<file path="config.mk">
export PLATFORM = sky130hd
export DESIGN_NAME = weighted_idle_first_peer_selector_unit_flat
export DESIGN_NICKNAME = d
export VERILOG_FILES = /design/src/sv/wifps_pkg.sv /design/src/sv/wifps_req_if.sv /design/src/sv/wifps_rsp_if.sv /design/src/sv/wifps_cfg_if.sv /design/src/sv/wifps_ctrl.sv /design/src/sv/wifps_dp.sv /design/src/sv/weighted_idle_first_peer_selector_unit.sv /design/src/flat_wrapper.sv
export SDC_FILE = /design/constraint.sdc
export NUM_CORES = 2
export LEC_CHECK = 0
export BUFFER_PORTS_ARGS = -buffer_cell sky130_fd_sc_hd__buf_2
export CAP_MARGIN = 0
export CORE_AREA = 5 5 414 375
export CTS_CLUSTER_DIAMETER = 80
export DETAILED_ROUTE_END_ITERATION = 7
export DIE_AREA = 0 0 419 380
export PLACE_DENSITY_LB_ADDON = 0.08
export SLEW_MARGIN = 20
export SYNTH_ARGS = -nofsm -noshare
export SYNTH_HDL_FRONTEND = slang
export SYNTH_SLANG_ARGS = --single-unit
</file>
<file path="constraint.sdc">
create_clock -name clk -period 21.3 [get_ports clk]
set_clock_uncertainty 0.05 [all_clocks]
set_input_delay 1.065 -clock clk [delete_from_list [all_inputs] [get_ports clk]]
set_output_delay 1.065 -clock clk [all_outputs]
set_load 0.1 [all_outputs]
</file>
<file path="src/sv/wifps_pkg.sv">
// ----------------------------------------------------------------------------
// wifps_pkg
// Shared types, codes and constants of the weighted idle-first peer selector.
// ----------------------------------------------------------------------------
package wifps_pkg;

  localparam int MAX_PEERS_DEF = 8;
  localparam int DOWN_BITS     = 8;
  localparam int KIND_W        = 3;
  localparam int IDX_W         = 3;
  localparam int REG_IDX_W     = 3;
  localparam int CFG_DATA_W    = 16;

  // Request kinds.
  localparam logic [KIND_W-1:0] KIND_SELECT   = 3'd0;
  localparam logic [KIND_W-1:0] KIND_RELEASE  = 3'd1;
  localparam logic [KIND_W-1:0] KIND_RESPONSE = 3'd2;
  localparam logic [KIND_W-1:0] KIND_WEIGHT   = 3'd3;
  localparam logic [KIND_W-1:0] KIND_READ     = 3'd4;

  // Configuration register indexes.
  localparam logic [REG_IDX_W-1:0] REG_PEER_COUNT  = 3'd0;
  localparam logic [REG_IDX_W-1:0] REG_DOWN_MASK   = 3'd1;
  localparam logic [REG_IDX_W-1:0] REG_CONN_LIMIT  = 3'd2;
  localparam logic [REG_IDX_W-1:0] REG_FAIL_LIMIT  = 3'd3;
  localparam logic [REG_IDX_W-1:0] REG_FAIL_WINDOW = 3'd4;
  localparam logic [REG_IDX_W-1:0] REG_REFRESH_GAP = 3'd5;

  typedef struct packed {
    logic [15:0]        open_conns;
    logic [7:0]         fail_count;
    logic [31:0]        last_access;
    logic [31:0]        last_check;
    logic [31:0]        req_count;
    logic [31:0]        resp_count;
    logic signed [31:0] peer_weight;
  } peer_entry_t;

  typedef enum logic [2:0] {
    OP_NONE,
    OP_SELECT_MULTI,
    OP_SELECT_SINGLE,
    OP_READ,
    OP_MODIFY
  } op_t;

  typedef struct packed {
    logic take;
    logic scan_start;
    logic scan_issue;
    logic rd_en;
    logic wr_en;
    logic out_load;
  } cmd_t;

  typedef struct packed {
    op_t  op;
    logic req_seen;
    logic scan_last;
    logic out_free;
  } sts_t;

endpackage

</file>
<file path="src/sv/wifps_req_if.sv">
// ----------------------------------------------------------------------------
// wifps_req_if
// Request channel: event kind, addressed peer, time, failure flag and weight.
// ----------------------------------------------------------------------------
interface wifps_req_if;
  logic               valid;
  logic               ready;
  logic [2:0]         kind;
  logic [2:0]         peer_index;
  logic [31:0]        now_seconds;
  logic               failed;
  logic signed [31:0] new_weight;

  modport source (output valid, kind, peer_index, now_seconds, failed, new_weight,
                  input ready);
  modport sink (input valid, kind, peer_index, now_seconds, failed, new_weight,
                output ready);
endinterface

</file>
<file path="src/sv/wifps_rsp_if.sv">
// ----------------------------------------------------------------------------
// wifps_rsp_if
// Result channel: selected peer, refresh flag and counter readback.
// ----------------------------------------------------------------------------
interface wifps_rsp_if;
  logic        valid;
  logic        ready;
  logic [2:0]  chosen_peer;
  logic        chosen_valid;
  logic        refresh_due;
  logic [31:0] request_total;
  logic [31:0] response_total;

  modport source (output valid, chosen_peer, chosen_valid, refresh_due, request_total,
                  response_total, input ready);
  modport sink (input valid, chosen_peer, chosen_valid, refresh_due, request_total,
                response_total, output ready);
endinterface

</file>
<file path="src/sv/wifps_cfg_if.sv">
// ----------------------------------------------------------------------------
// wifps_cfg_if
// Configuration write channel: register index and write data.
// ----------------------------------------------------------------------------
interface wifps_cfg_if;
  logic        valid;
  logic        ready;
  logic [2:0]  reg_index;
  logic [15:0] wdata;

  modport source (output valid, reg_index, wdata, input ready);
  modport sink (input valid, reg_index, wdata, output ready);
endinterface

</file>
<file path="src/sv/wifps_ctrl.sv">
// ----------------------------------------------------------------------------
// wifps_ctrl
// Sequencer: dispatches a request, runs the peer scan and the table update.
// ----------------------------------------------------------------------------
module wifps_ctrl (
  input  logic              clk,
  input  logic              rst,
  input  wifps_pkg::sts_t   sts,
  output wifps_pkg::cmd_t   cmd
);

  typedef enum logic [6:0] {
    S_IDLE     = 7'b0000001,
    S_DISPATCH = 7'b0000010,
    S_SCAN     = 7'b0000100,
    S_DRAIN    = 7'b0001000,
    S_RD       = 7'b0010000,
    S_WR       = 7'b0100000,
    S_FINISH   = 7'b1000000
  } state_t;

  state_t state;
  state_t state_next;

  always_ff @(posedge clk) begin
    if (rst) begin
      state <= S_IDLE;
    end else begin
      state <= state_next;
    end
  end

  always_comb begin
    cmd        = '0;
    state_next = state;
    unique case (state)
      S_IDLE: begin
        cmd.take = 1'b1;
        if (sts.req_seen) begin
          state_next = S_DISPATCH;
        end
      end
      S_DISPATCH: begin
        unique case (sts.op)
          wifps_pkg::OP_SELECT_MULTI: begin
            cmd.scan_start = 1'b1;
            state_next     = S_SCAN;
          end
          wifps_pkg::OP_SELECT_SINGLE, wifps_pkg::OP_READ, wifps_pkg::OP_MODIFY: begin
            state_next = S_RD;
          end
          default: begin
            state_next = S_FINISH;
          end
        endcase
      end
      S_SCAN: begin
        cmd.scan_issue = 1'b1;
        if (sts.scan_last) begin
          state_next = S_DRAIN;
        end
      end
      S_DRAIN: begin
        state_next = S_RD;
      end
      S_RD: begin
        cmd.rd_en  = 1'b1;
        state_next = S_WR;
      end
      S_WR: begin
        cmd.wr_en  = 1'b1;
        state_next = S_FINISH;
      end
      S_FINISH: begin
        cmd.out_load = sts.out_free;
        if (sts.out_free) begin
          state_next = S_IDLE;
        end
      end
      default: begin
        state_next = S_IDLE;
      end
    endcase
  end

endmodule

</file>
<file path="src/sv/wifps_dp.sv">
// ----------------------------------------------------------------------------
// wifps_dp
// Datapath: configuration, peer table, scan trackers and result register.
// ----------------------------------------------------------------------------
module wifps_dp #(
  parameter int MAX_PEERS = wifps_pkg::MAX_PEERS_DEF
) (
  input  logic              clk,
  input  logic              rst,
  wifps_req_if.sink         req,
  wifps_rsp_if.source       rsp,
  wifps_cfg_if.sink         cfg,
  input  wifps_pkg::cmd_t   cmd,
  output wifps_pkg::sts_t   sts
);

  localparam int AW = (MAX_PEERS > 1) ? $clog2(MAX_PEERS) : 1;
  localparam int NW = $clog2(MAX_PEERS + 1);

  // Configuration registers.
  logic [3:0]  peer_count;
  logic [7:0]  down_mask;
  logic [15:0] conn_limit;
  logic [7:0]  fail_limit;
  logic [15:0] fail_window;
  logic [15:0] refresh_gap;

  assign cfg.ready = 1'b1;

  always_ff @(posedge clk) begin
    if (rst) begin
      peer_count  <= 4'd1;
      down_mask   <= 8'd0;
      conn_limit  <= 16'd0;
      fail_limit  <= 8'd1;
      fail_window <= 16'd10;
      refresh_gap <= 16'd0;
    end else if (cfg.valid) begin
      unique case (cfg.reg_index)
        wifps_pkg::REG_PEER_COUNT:  peer_count  <= cfg.wdata[3:0];
        wifps_pkg::REG_DOWN_MASK:   down_mask   <= cfg.wdata[7:0];
        wifps_pkg::REG_CONN_LIMIT:  conn_limit  <= cfg.wdata;
        wifps_pkg::REG_FAIL_LIMIT:  fail_limit  <= cfg.wdata[7:0];
        wifps_pkg::REG_FAIL_WINDOW: fail_window <= cfg.wdata;
        wifps_pkg::REG_REFRESH_GAP: refresh_gap <= cfg.wdata;
        default: ;
      endcase
    end
  end

  // Captured request.
  logic [2:0]  kind_q;
  logic [2:0]  idx_q;
  logic [31:0] now_q;
  logic        failed_q;
  logic [31:0] weight_q;

  assign req.ready = cmd.take;

  always_ff @(posedge clk) begin
    if (cmd.take && req.valid) begin
      kind_q   <= req.kind;
      idx_q    <= req.peer_index;
      now_q    <= req.now_seconds;
      failed_q <= req.failed;
      weight_q <= req.new_weight;
    end
  end

  // Active peer count and request decode.
  logic [NW-1:0] n_active;
  logic          idx_in_use;
  logic          idx_in_table;
  wifps_pkg::op_t op;

  always_comb begin
    if (peer_count == 4'd0) begin
      n_active = NW'(1);
    end else if (32'(peer_count) > MAX_PEERS) begin
      n_active = NW'(MAX_PEERS);
    end else begin
      n_active = NW'(peer_count);
    end
    idx_in_use   = (NW + 1)'(idx_q) < (NW + 1)'(n_active);
    idx_in_table = 32'(idx_q) < MAX_PEERS;
    if (kind_q == wifps_pkg::KIND_SELECT) begin
      op = (n_active == NW'(1)) ? wifps_pkg::OP_SELECT_SINGLE : wifps_pkg::OP_SELECT_MULTI;
    end else if (kind_q == wifps_pkg::KIND_READ) begin
      op = wifps_pkg::OP_READ;
    end else if ((kind_q == wifps_pkg::KIND_RELEASE || kind_q == wifps_pkg::KIND_RESPONSE ||
                  kind_q == wifps_pkg::KIND_WEIGHT) && idx_in_use) begin
      op = wifps_pkg::OP_MODIFY;
    end else begin
      op = wifps_pkg::OP_NONE;
    end
  end

  // Scan pointer and trackers.
  logic [AW-1:0] ptr;
  logic          eval_v;
  logic [AW-1:0] eval_idx;
  logic          found;
  logic          took_idle;
  logic [AW-1:0] idle_idx;
  logic [31:0]   idle_req;
  logic [AW-1:0] w_idx;
  logic signed [31:0] w_val;
  logic [AW-1:0] best;
  logic [15:0]   gap_counter;
  logic [15:0]   gap_next;

  assign best = took_idle ? idle_idx : w_idx;

  // Peer table.
  wifps_pkg::peer_entry_t mem [MAX_PEERS];
  logic [MAX_PEERS-1:0]   ent_valid;
  wifps_pkg::peer_entry_t rd_data;
  wifps_pkg::peer_entry_t wr_data;
  logic [AW-1:0]          addr;
  logic                   wr_go;

  always_comb begin
    if (cmd.scan_issue) begin
      addr = ptr;
    end else if (op == wifps_pkg::OP_SELECT_MULTI) begin
      addr = best;
    end else if (op == wifps_pkg::OP_SELECT_SINGLE) begin
      addr = '0;
    end else begin
      addr = AW'(idx_q);
    end
  end

  always_ff @(posedge clk) begin
    if (cmd.scan_issue || cmd.rd_en) begin
      rd_data <= ent_valid[addr] ? mem[addr] : '0;
    end
    if (wr_go) begin
      mem[addr] <= wr_data;
    end
  end

  always_ff @(posedge clk) begin
    if (rst) begin
      ent_valid <= '0;
    end else if (wr_go) begin
      ent_valid[addr] <= 1'b1;
    end
  end

  // Eligibility of the entry in rd_data.
  logic signed [32:0] diff;
  logic               recent;
  logic               is_down;
  logic               eligible;

  always_comb begin
    diff     = $signed({1'b0, now_q}) - $signed({1'b0, rd_data.last_check});
    recent   = diff <= $signed({17'd0, fail_window});
    is_down  = (32'(eval_idx) < wifps_pkg::DOWN_BITS) && down_mask[3'(eval_idx)];
    eligible = !is_down &&
               !(fail_limit != 8'd0 && rd_data.fail_count >= fail_limit && recent) &&
               !(conn_limit != 16'd0 && rd_data.open_conns >= conn_limit);
    gap_next = (gap_counter >= refresh_gap) ? 16'd0 : gap_counter + 16'd1;
  end

  always_ff @(posedge clk) begin
    if (rst) begin
      eval_v      <= 1'b0;
      gap_counter <= 16'd0;
    end else begin
      eval_v <= cmd.scan_issue;
      if (cmd.scan_start) begin
        gap_counter <= gap_next;
      end
    end
  end

  always_ff @(posedge clk) begin
    if (cmd.scan_start) begin
      ptr       <= '0;
      found     <= 1'b0;
      took_idle <= 1'b0;
    end else begin
      if (cmd.scan_issue) begin
        ptr      <= ptr + AW'(1);
        eval_idx <= ptr;
      end
      if (eval_v && eligible) begin
        if (!found) begin
          found    <= 1'b1;
          idle_idx <= eval_idx;
          idle_req <= rd_data.req_count;
          w_idx    <= eval_idx;
          w_val    <= rd_data.peer_weight;
        end else begin
          if (rd_data.req_count == rd_data.resp_count && rd_data.req_count < idle_req) begin
            took_idle <= 1'b1;
            idle_idx  <= eval_idx;
            idle_req  <= rd_data.req_count;
          end
          if (rd_data.peer_weight > w_val) begin
            w_idx <= eval_idx;
            w_val <= rd_data.peer_weight;
          end
        end
      end
    end
  end

  // Entry update for the write cycle.
  always_comb begin
    wr_data = rd_data;
    wr_go   = 1'b0;
    case (op)
      wifps_pkg::OP_SELECT_MULTI: begin
        wr_go             = cmd.wr_en && found;
        wr_data.req_count = rd_data.req_count + 32'd1;
        if (rd_data.open_conns != 16'hFFFF) begin
          wr_data.open_conns = rd_data.open_conns + 16'd1;
        end
        if (!recent) begin
          wr_data.last_check = now_q;
        end
      end
      wifps_pkg::OP_SELECT_SINGLE: begin
        wr_go = cmd.wr_en;
        if (rd_data.open_conns != 16'hFFFF) begin
          wr_data.open_conns = rd_data.open_conns + 16'd1;
        end
      end
      wifps_pkg::OP_MODIFY: begin
        wr_go = cmd.wr_en;
        if (kind_q == wifps_pkg::KIND_RELEASE) begin
          if (n_active != NW'(1)) begin
            if (failed_q) begin
              if (rd_data.fail_count != 8'hFF) begin
                wr_data.fail_count = rd_data.fail_count + 8'd1;
              end
              wr_data.last_access = now_q;
              wr_data.last_check  = now_q;
            end else if (rd_data.last_access < rd_data.last_check) begin
              wr_data.fail_count = 8'd0;
            end
          end
          if (rd_data.open_conns != 16'd0) begin
            wr_data.open_conns = rd_data.open_conns - 16'd1;
          end
        end else if (kind_q == wifps_pkg::KIND_RESPONSE) begin
          wr_data.resp_count = rd_data.resp_count + 32'd1;
        end else begin
          wr_data.peer_weight = weight_q;
        end
      end
      default: ;
    endcase
  end

  // Result being built and the output register.
  logic [2:0]  res_peer;
  logic        res_valid;
  logic        res_refresh;
  logic [31:0] res_req;
  logic [31:0] res_resp;

  always_ff @(posedge clk) begin
    if (cmd.take && req.valid) begin
      res_peer    <= 3'd0;
      res_valid   <= 1'b0;
      res_refresh <= 1'b0;
      res_req     <= 32'd0;
      res_resp    <= 32'd0;
    end else begin
      if (cmd.scan_start) begin
        res_refresh <= (gap_next == 16'd0);
      end
      if (cmd.wr_en) begin
        if (op == wifps_pkg::OP_SELECT_MULTI && found) begin
          res_peer  <= 3'(best);
          res_valid <= 1'b1;
        end
        if (op == wifps_pkg::OP_SELECT_SINGLE) begin
          res_valid <= 1'b1;
        end
        if (op == wifps_pkg::OP_READ && idx_in_table) begin
          res_req  <= rd_data.req_count;
          res_resp <= rd_data.resp_count;
        end
      end
    end
  end

  always_ff @(posedge clk) begin
    if (rst) begin
      rsp.valid <= 1'b0;
    end else if (cmd.out_load) begin
      rsp.valid <= 1'b1;
    end else if (rsp.ready) begin
      rsp.valid <= 1'b0;
    end
  end

  always_ff @(posedge clk) begin
    if (cmd.out_load) begin
      rsp.chosen_peer    <= res_peer;
      rsp.chosen_valid   <= res_valid;
      rsp.refresh_due    <= res_refresh;
      rsp.request_total  <= res_req;
      rsp.response_total <= res_resp;
    end
  end

  always_comb begin
    sts.op        = op;
    sts.req_seen  = req.valid;
    sts.scan_last = ((NW + 1)'(ptr) + (NW + 1)'(1)) == (NW + 1)'(n_active);
    sts.out_free  = !rsp.valid || rsp.ready;
  end

endmodule

</file>
<file path="src/sv/weighted_idle_first_peer_selector_unit.sv">
// ----------------------------------------------------------------------------
// weighted_idle_first_peer_selector_unit
// Least-requests upstream peer selector with externally written weights.
// ----------------------------------------------------------------------------
//
//   Channel | Direction | Moves
//   --------+-----------+-----------------------------------------------------
//   req     | in        | one request: select, release, response, weight, read
//   rsp     | out       | one result per request
//   cfg     | in        | register writes, index and data, always ready
//
// A select over N peers (N above one) scans the table before the result is
// loaded: the peer table has one read port, so the scan reads one entry per
// cycle, then the chosen entry is reread and updated. Every other request
// skips the scan, and one that is ignored skips the table as well. The next
// request can be taken in the cycle after the result is loaded.
// Reset is synchronous; it restores the register defaults and marks every
// table entry as unwritten, so entries read as zero until first written.
// A stalled result sits in the output register; the next request is
// accepted meanwhile, and its own result waits until that register drains.
//
module weighted_idle_first_peer_selector_unit #(
  parameter int MAX_PEERS = wifps_pkg::MAX_PEERS_DEF
) (
  input  logic        clk,
  input  logic        rst,
  wifps_req_if.sink   req,
  wifps_rsp_if.source rsp,
  wifps_cfg_if.sink   cfg
);

  // The controller only sequences; every register holding peer data,
  // configuration or results lives in the datapath.
  wifps_pkg::cmd_t cmd;
  wifps_pkg::sts_t sts;

  wifps_ctrl u_ctrl (
    .clk (clk),
    .rst (rst),
    .sts (sts),
    .cmd (cmd)
  );

  // The datapath holds the peer table, the scan trackers that find the
  // first eligible peer, the best idle peer and the heaviest peer in one
  // pass, the refresh gap counter and the output register.
  wifps_dp #(
    .MAX_PEERS (MAX_PEERS)
  ) u_dp (
    .clk (clk),
    .rst (rst),
    .req (req),
    .rsp (rsp),
    .cfg (cfg),
    .cmd (cmd),
    .sts (sts)
  );

endmodule

</file>
<file path="src/flat_wrapper.sv">
// flat-port wrapper written by rule: the top's interface ports become plain ports
module weighted_idle_first_peer_selector_unit_flat 
#(
  parameter int MAX_PEERS = wifps_pkg::MAX_PEERS_DEF
)
  (clk, rst, req_valid, req_kind, req_peer_index, req_now_seconds, req_failed, req_new_weight, req_ready, rsp_valid, rsp_chosen_peer, rsp_chosen_valid, rsp_refresh_due, rsp_request_total, rsp_response_total, rsp_ready, cfg_valid, cfg_reg_index, cfg_wdata, cfg_ready);
  wifps_req_if req_i ();
  wifps_rsp_if rsp_i ();
  wifps_cfg_if cfg_i ();
  input  logic clk;
  input  logic rst;
  input wire logic [$bits(req_i.valid)-1:0] req_valid;
  input wire logic [$bits(req_i.kind)-1:0] req_kind;
  input wire logic [$bits(req_i.peer_index)-1:0] req_peer_index;
  input wire logic [$bits(req_i.now_seconds)-1:0] req_now_seconds;
  input wire logic [$bits(req_i.failed)-1:0] req_failed;
  input wire logic [$bits(req_i.new_weight)-1:0] req_new_weight;
  output wire logic [$bits(req_i.ready)-1:0] req_ready;
  output wire logic [$bits(rsp_i.valid)-1:0] rsp_valid;
  output wire logic [$bits(rsp_i.chosen_peer)-1:0] rsp_chosen_peer;
  output wire logic [$bits(rsp_i.chosen_valid)-1:0] rsp_chosen_valid;
  output wire logic [$bits(rsp_i.refresh_due)-1:0] rsp_refresh_due;
  output wire logic [$bits(rsp_i.request_total)-1:0] rsp_request_total;
  output wire logic [$bits(rsp_i.response_total)-1:0] rsp_response_total;
  input wire logic [$bits(rsp_i.ready)-1:0] rsp_ready;
  input wire logic [$bits(cfg_i.valid)-1:0] cfg_valid;
  input wire logic [$bits(cfg_i.reg_index)-1:0] cfg_reg_index;
  input wire logic [$bits(cfg_i.wdata)-1:0] cfg_wdata;
  output wire logic [$bits(cfg_i.ready)-1:0] cfg_ready;
  assign req_i.valid = req_valid;
  assign req_i.kind = req_kind;
  assign req_i.peer_index = req_peer_index;
  assign req_i.now_seconds = req_now_seconds;
  assign req_i.failed = req_failed;
  assign req_i.new_weight = req_new_weight;
  assign req_ready = req_i.ready;
  assign rsp_valid = rsp_i.valid;
  assign rsp_chosen_peer = rsp_i.chosen_peer;
  assign rsp_chosen_valid = rsp_i.chosen_valid;
  assign rsp_refresh_due = rsp_i.refresh_due;
  assign rsp_request_total = rsp_i.request_total;
  assign rsp_response_total = rsp_i.response_total;
  assign rsp_i.ready = rsp_ready;
  assign cfg_i.valid = cfg_valid;
  assign cfg_i.reg_index = cfg_reg_index;
  assign cfg_i.wdata = cfg_wdata;
  assign cfg_ready = cfg_i.ready;
  weighted_idle_first_peer_selector_unit #(.MAX_PEERS(MAX_PEERS)) u_core (.clk(clk), .rst(rst), .req(req_i), .rsp(rsp_i), .cfg(cfg_i));
endmodule
</file>
After elaboration in Yosys (flattened, before gate mapping)
Memory sizes are Yosys's and may differ from the RTL's. A register that Yosys moved wholly into a read port is not among the register bits.
Cells that the tools add are included.
Word-level totals
  bits in registers: 388
  latch bits: 0
  memory bits (writable): 1472
  memory bits (read-only): 0
  input bits: 95
  output and inout bits: 72
  word-level logic and storage cells: 197
  memories kept: 1
Operators by class
  add/subtract/negate cells: 9
  multipliers: 0
  divide/modulo/power cells: 0
  order comparisons: 12
  equality and inequality tests: 31
  shift-type cells: 0
  mux-type cells: 61
  bitwise gates (word level): 2
  reductions and logical operators: 47
Memories
  u_core.u_dp.mem: words 8, width 184, read ports 1, clocked after Yosys merged registers in 1, write ports 1, RTL line wifps_dp.sv:115  | wifps_pkg::peer_entry_t mem [MAX_PEERS];
Operators by type and width (number)
  32-bit 2-to-1 mux: 8
  64-bit 2-to-1 mux: 3
  88-bit 2-to-1 mux: 1
  72-bit 2-to-1 mux: 1
  32-bit by 1-bit adder with 32-bit output (second input constant): 2
  32-bit < comparator: 2
  32-bit one-hot mux with 2 select lines: 1
  7-bit one-hot mux with 7 select lines: 1
  16-bit 2-to-1 mux: 3
  40-bit 2-to-1 mux: 1
  33-bit by 17-bit less-or-equal comparator with 1-bit output: 1
  3-bit 2-to-1 mux: 11
  32-bit by 32-bit subtractor with 33-bit output: 1
  16-bit by 1-bit adder with 16-bit output (second input constant): 2
  32-bit equality test: 1
  16-bit >= comparator: 2
  32-bit greater-than comparator: 1
  16-bit one-hot mux with 2 select lines: 1
  16-bit nonzero test: 2
  8-bit 2-to-1 mux: 3
  7-bit 2-to-1 mux: 3
  2-bit AND reduction: 10
  3-bit by 2-bit equality test with 1-bit output (second input constant): 6
  16-bit zero test: 1
  44 further kinds: 94

Logic depth before layout (Yosys ltp)
  word-level depth: 17
  mapped depth: 24

By module
Synthesis repeated with hierarchy kept, for this count alone.
Unflattened totals
  cell total of the unflattened synthesis: 6713
  area total of the unflattened synthesis: 86320.3 µm²
Modules (own cells, without submodules)
  wifps_dp: instances 1, cells each 6656, area each 85843.6 µm²
  wifps_ctrl: instances 1, cells each 57, area each 476.7 µm²

Worst setup path after synthesis
Ideal clock, no wire load.
  kind: register to register
  start point: reg u_core.u_dp.kind_q[2]
  end point: mem u_core.u_dp.mem[2][0] (netlist bit) (enable)
  arrival: 19450 ps
  required time: 20066 ps
  slack: 616 ps
  stages on the path, launching flop included: 10
  path buffers: 4
  period minus slack after synthesis: 20684 ps
  cells stage by stage: edfxtp_1 > clkbuf_1 > or3_1 > nor2_1 > a22oi_1 > a21o_1 > buf_2 > clkbuf_1 > clkbuf_1 > nor4_1
On the way
  longest elaborated chain between the ends: 12
  elaborated cells between the ends (all ways): 21
  classes of those cells: eq/ne: 7; mux: 9; reduce/logical: 5
Ends and longest elaborated chain
  start, declared: RTL line wifps_dp.sv:52  | logic [2:0] kind_q;
  start signal, assigned: RTL line wifps_dp.sv:62  | kind_q <= req.kind;
  3-bit by 1-bit equality test with 1-bit output or 3-bit by 2-bit equality test with 1-bit output (tied branches): RTL line wifps_dp.sv:90  | end else if ((kind_q == wifps_pkg::KIND_RELEASE || kind_q == wifps_pkg::KIND_RESPONSE ||
  1-bit logical OR (2 in a row): RTL line wifps_dp.sv:90
  1-bit logical AND: RTL line wifps_dp.sv:91  | kind_q == wifps_pkg::KIND_WEIGHT) && idx_in_use) begin
  3-bit 2-to-1 mux: RTL line wifps_dp.sv:90
  3-bit 2-to-1 mux: RTL line wifps_dp.sv:88  | end else if (kind_q == wifps_pkg::KIND_READ) begin
  3-bit 2-to-1 mux (*): RTL line wifps_dp.sv:86  | if (kind_q == wifps_pkg::KIND_SELECT) begin
  3-bit by 2-bit equality test with 1-bit output or 3-bit equality test (tied branches): RTL line wifps_dp.sv:127, wifps_dp.sv:215
  2-bit OR reduction (no line)
  1-bit one-hot mux with 2 select lines: RTL line wifps_dp.sv:215  | case (op)
  1-bit 2-to-1 mux: RTL line wifps_dp.sv:138  | if (wr_go) begin
  1-bit 2-to-1 mux (not written as such): RTL line wifps_dp.sv:139  | mem[addr] <= wr_data;
  end, declared: RTL line wifps_dp.sv:115
Every way passes the cells marked *; elsewhere a longest branch is shown, timed or not.

==> metrics.txt <==
status=completed; dpl ws=15.00 ns; # DRC=0; Worst Hold End=u_core.u_dp.weight_q[9]; required time worst endpoint=21.79 ns; WL final=217000 um; largest net degree at the start of global routing=156; GR Util All Layers=26.9%; min Tclk post-route=6.40 ns; Syn Nets=7043; reg2reg path depth=23; slowest CP cell=mux2i_1; CP Launch Type=flop; fin nets=7120; cell chain of the critical path=ha_1 > fa_1 > nor2b_1 > o2111ai_2 > nand2_1 > and2_1 > o21ai_0 > nand2b_1 > nand3_1 > nand2_1 > xor2_1 > ha_1 > nand3_1 > nor4_1 > nand2_1 > a221o_1 > nor4_1 > nand4b_1 > nor4_2 > nand3_1 > a31oi_4 > buf_4 > mux2i_1; gp weighted congestion=0.848; YS warnings=0; Worst R2R Setup Slack=14.90 ns; dominant cell type by area after synthesis=edfxtp_1; area of the mapped netlist=85300 um^2; clock latency on the worst-skew pair=0.84 ns; sequential cell area fraction in the yosys report=69.9%; Hold Crit Class=in -> reg; initial DRC count=4979; Seq cells post-synth=2044; Final Util=62.8%; Worst R2R End=u_core.u_dp.mem[1][97]; final hold violation count=0; area delta synth->final=10.7%; Main synth FF type=edfxtp_1; Initial DRT Pass Iterations=8; Netlist cell types=81; R2R Path Start=u_core.u_dp.rd_data[96]; CTS buffer count=201; Post-DRT Antenna Nets=0; sequential cell area=59600 um^2; Total Power=8.29 mW; crit path buf inv count=1; max_cap viols=0; FP Rows=135; sw frac=22.6%; Design Area, Final=94400 um^2; Overflow after GRT=0; # setup viols final=0; area of the die=159000 um^2; routed via count=54100; Slew headroom=20.9%; NetSw=1.87 mW; Post-synth EDFFs=1869; CTS HTree Levels=4; initial antenna violation count=2; critical setup path kind=reg -> reg; Worst Tran Pin Value=1.17 ns; crit-path max FO=18; first-pass GRT wire length=328000 um; Slew Limit Fails=0; CTS tree=done; Die X=419 um; top cell family by delay on the critical path=simple AND/OR/NAND/NOR gates; layout cell share with drive strength beyond 1=9.78%; CTS sink cnt=2044; clock-pin slew on the worst setup and hold paths=0.06 ns; filler cell count=11300; final worst slack=14.90 ns; setup TNS=0 ns; Logic pwr share=6.2%; hpwl dp=118000 um; PwrDens=87.9 nW/um^2; Max Root-Sink Buffers=3; FFs w/ async S/R, synth=0%; Root Driver=clkbuf_16; Core Area=150000 um^2; hold buffers post-CTS=0; port buffer count=165; vias per cell=6.02; unrepaired setup endpoints after global routing=no; vias in the first global route=52800; PostCTS Resize Cnt=0; Arr. time, crit path=6.89 ns; Leak=32.6 nW; CP max stage delay=0.65 ns; Routed WL per cell=24.1 um; fin crit share=30.1%; Initial Util=56.8%; post-synth top area share=65.8%; Post-CTS Setup Bufs=0; HP Start=req_new_weight[9]; Max Freq=156 MHz; Placement Cell Area=88000 um^2; top post-synthesis cells by area=edfxtp_1, a21oi_1, nand2_1, dfxtp_1, ha_1; CP endpoint kind=flop; Int Power=6.42 mW; Syn Inst Count=6755; sequential share of power=52.5%; Worst Hold Depth=1; Boundary Pins=167; Max rail drop VDD=91.5 uV; Multi-input gate area=23600 um^2; Clk pwr share=41.3%; average size of a mapped cell=12.6 um^2; Die H=380 um
state kept, by name, indices dropped and copies added, names as in the netlist, 32 cells and up:
name                            cells
u_core.u_dp.res_req                32
u_core.u_dp.mem                  1472
u_core.u_dp.rd_data               184
u_core.u_dp.w_val                  32
u_core.u_dp.rsp.response_total     32
u_core.u_dp.rsp.request_total      32
u_core.u_dp.weight_q               32
u_core.u_dp.idle_req               32
u_core.u_dp.res_resp               32
u_core.u_dp.now_q                  32
kinds of logic (layout without fill, tap and decap cells):
| group | count (synthesis) | after routing | share of synthesized area, % |
|---|---|---|---|
| muxes | 123 | 123 | 1.69 |
| adders and majority gates | 193 | 193 | 2.84 |
| xor gates and xnor gates | 128 | 128 | 1.31 |
| and+or+nand+nor | 1946 | 1946 | 9.59 |
| DFF | 2044 | 2044 | 69.9 |
| other | 1 | 2 | 0.00440 |
| buffers and inverters | 562 | 810 | 2.58 |
| AOI/OAI and AO/OA | 1758 | 1758 | 12.1 |
cells in the mapped netlist, types with 38 or more instances:
library cell and count:
a211oi_1 192, a21o_1 57, a21oi_1 1143, and3_1 43, buf_1 38, buf_2 51
clkbuf_1 283, dfxtp_1 175, edfxtp_1 1869, ha_1 192, inv_1 186, mux2_2 99
nand2_1 1475, nand3_1 60, nand4_1 49, nor2_1 117, nor3_1 50, o21a_1 196
o21ai_0 56, xnor2_1 78, xor2_1 50
power groups by stage:
stage                     logic [mW]  clock network, mW  registers, mW
after detailed placement       0.510                  0           4.44
after floorplan                0.353                  0           4.43
after global placement         0.502                  0           4.44
after CTS                      0.513               3.48           4.36
after global routing           0.566               3.65           4.35
final                          0.512               3.43           4.36
cell type report:
type / instances / share of cell area [%]
Timing Repair Buffer: 250 / 1.70
Antenna cell: 1 / 0.00265
Tap cell: 1986 / 2.63
Sequential cell: 2044 / 63.2
Inverter: 186 / 0.740
Clock inverter: 117 / 0.964
Clock buffer: 257 / 5.73
Multi-Input combinational cell: 4149 / 25.0
cell usage in the layout (no fill, tap or decap), drive strengths merged, types with 175 or more instances in the layout:
cell,n
a21oi,1146
dfxtp,175
ha,192
clkbuf,257
inv,194
nand2,1475
o21a,196
edfxtp,1869
buf,250
a211oi,194
per-layer routing:
metal / GRT usage, % / vias to the layer above / share of wire, %
li1: - / 24900 / -
met1: 38.6 / 27100 / 44
met2: 43.5 / 1822 / 47
met3: 3.75 / 321 / 6.2
met4: 8.08 / 2 / 3.0
met5: 0 / - / 0.0060
worst max path at each step:
| stage | slack (ns) | from | end | cells past startpoint |
|---|---|---|---|---|
| floorplan | 0.62 | u_core.u_dp.kind_q[2] | u_core.u_dp.mem[2][0] | 9 |
| global placement | 15.12 | u_core.u_dp.now_q[0] | u_core.u_dp.mem[1][97] | 24 |
| detailed placement | 15.00 | u_core.u_dp.rd_data[96] | u_core.u_dp.mem[1][97] | 23 |
| CTS | 14.94 | u_core.u_dp.now_q[0] | u_core.u_dp.mem[1][97] | 24 |
| global route | 14.45 | u_core.u_dp.rd_data[96] | u_core.u_dp.mem[1][97] | 23 |
| finish | 14.90 | u_core.u_dp.rd_data[96] | u_core.u_dp.mem[1][97] | 23 |
through the flow:
step                hold slack [ns]  std cells
finish                        0.362       8990
CTS                           0.299       8989
detailed placement            0.365       8615
global placement              0.363       8614
floorplan                     0.358       6755
global route                  0.319       8989
(Power assumes the default switching activity.)
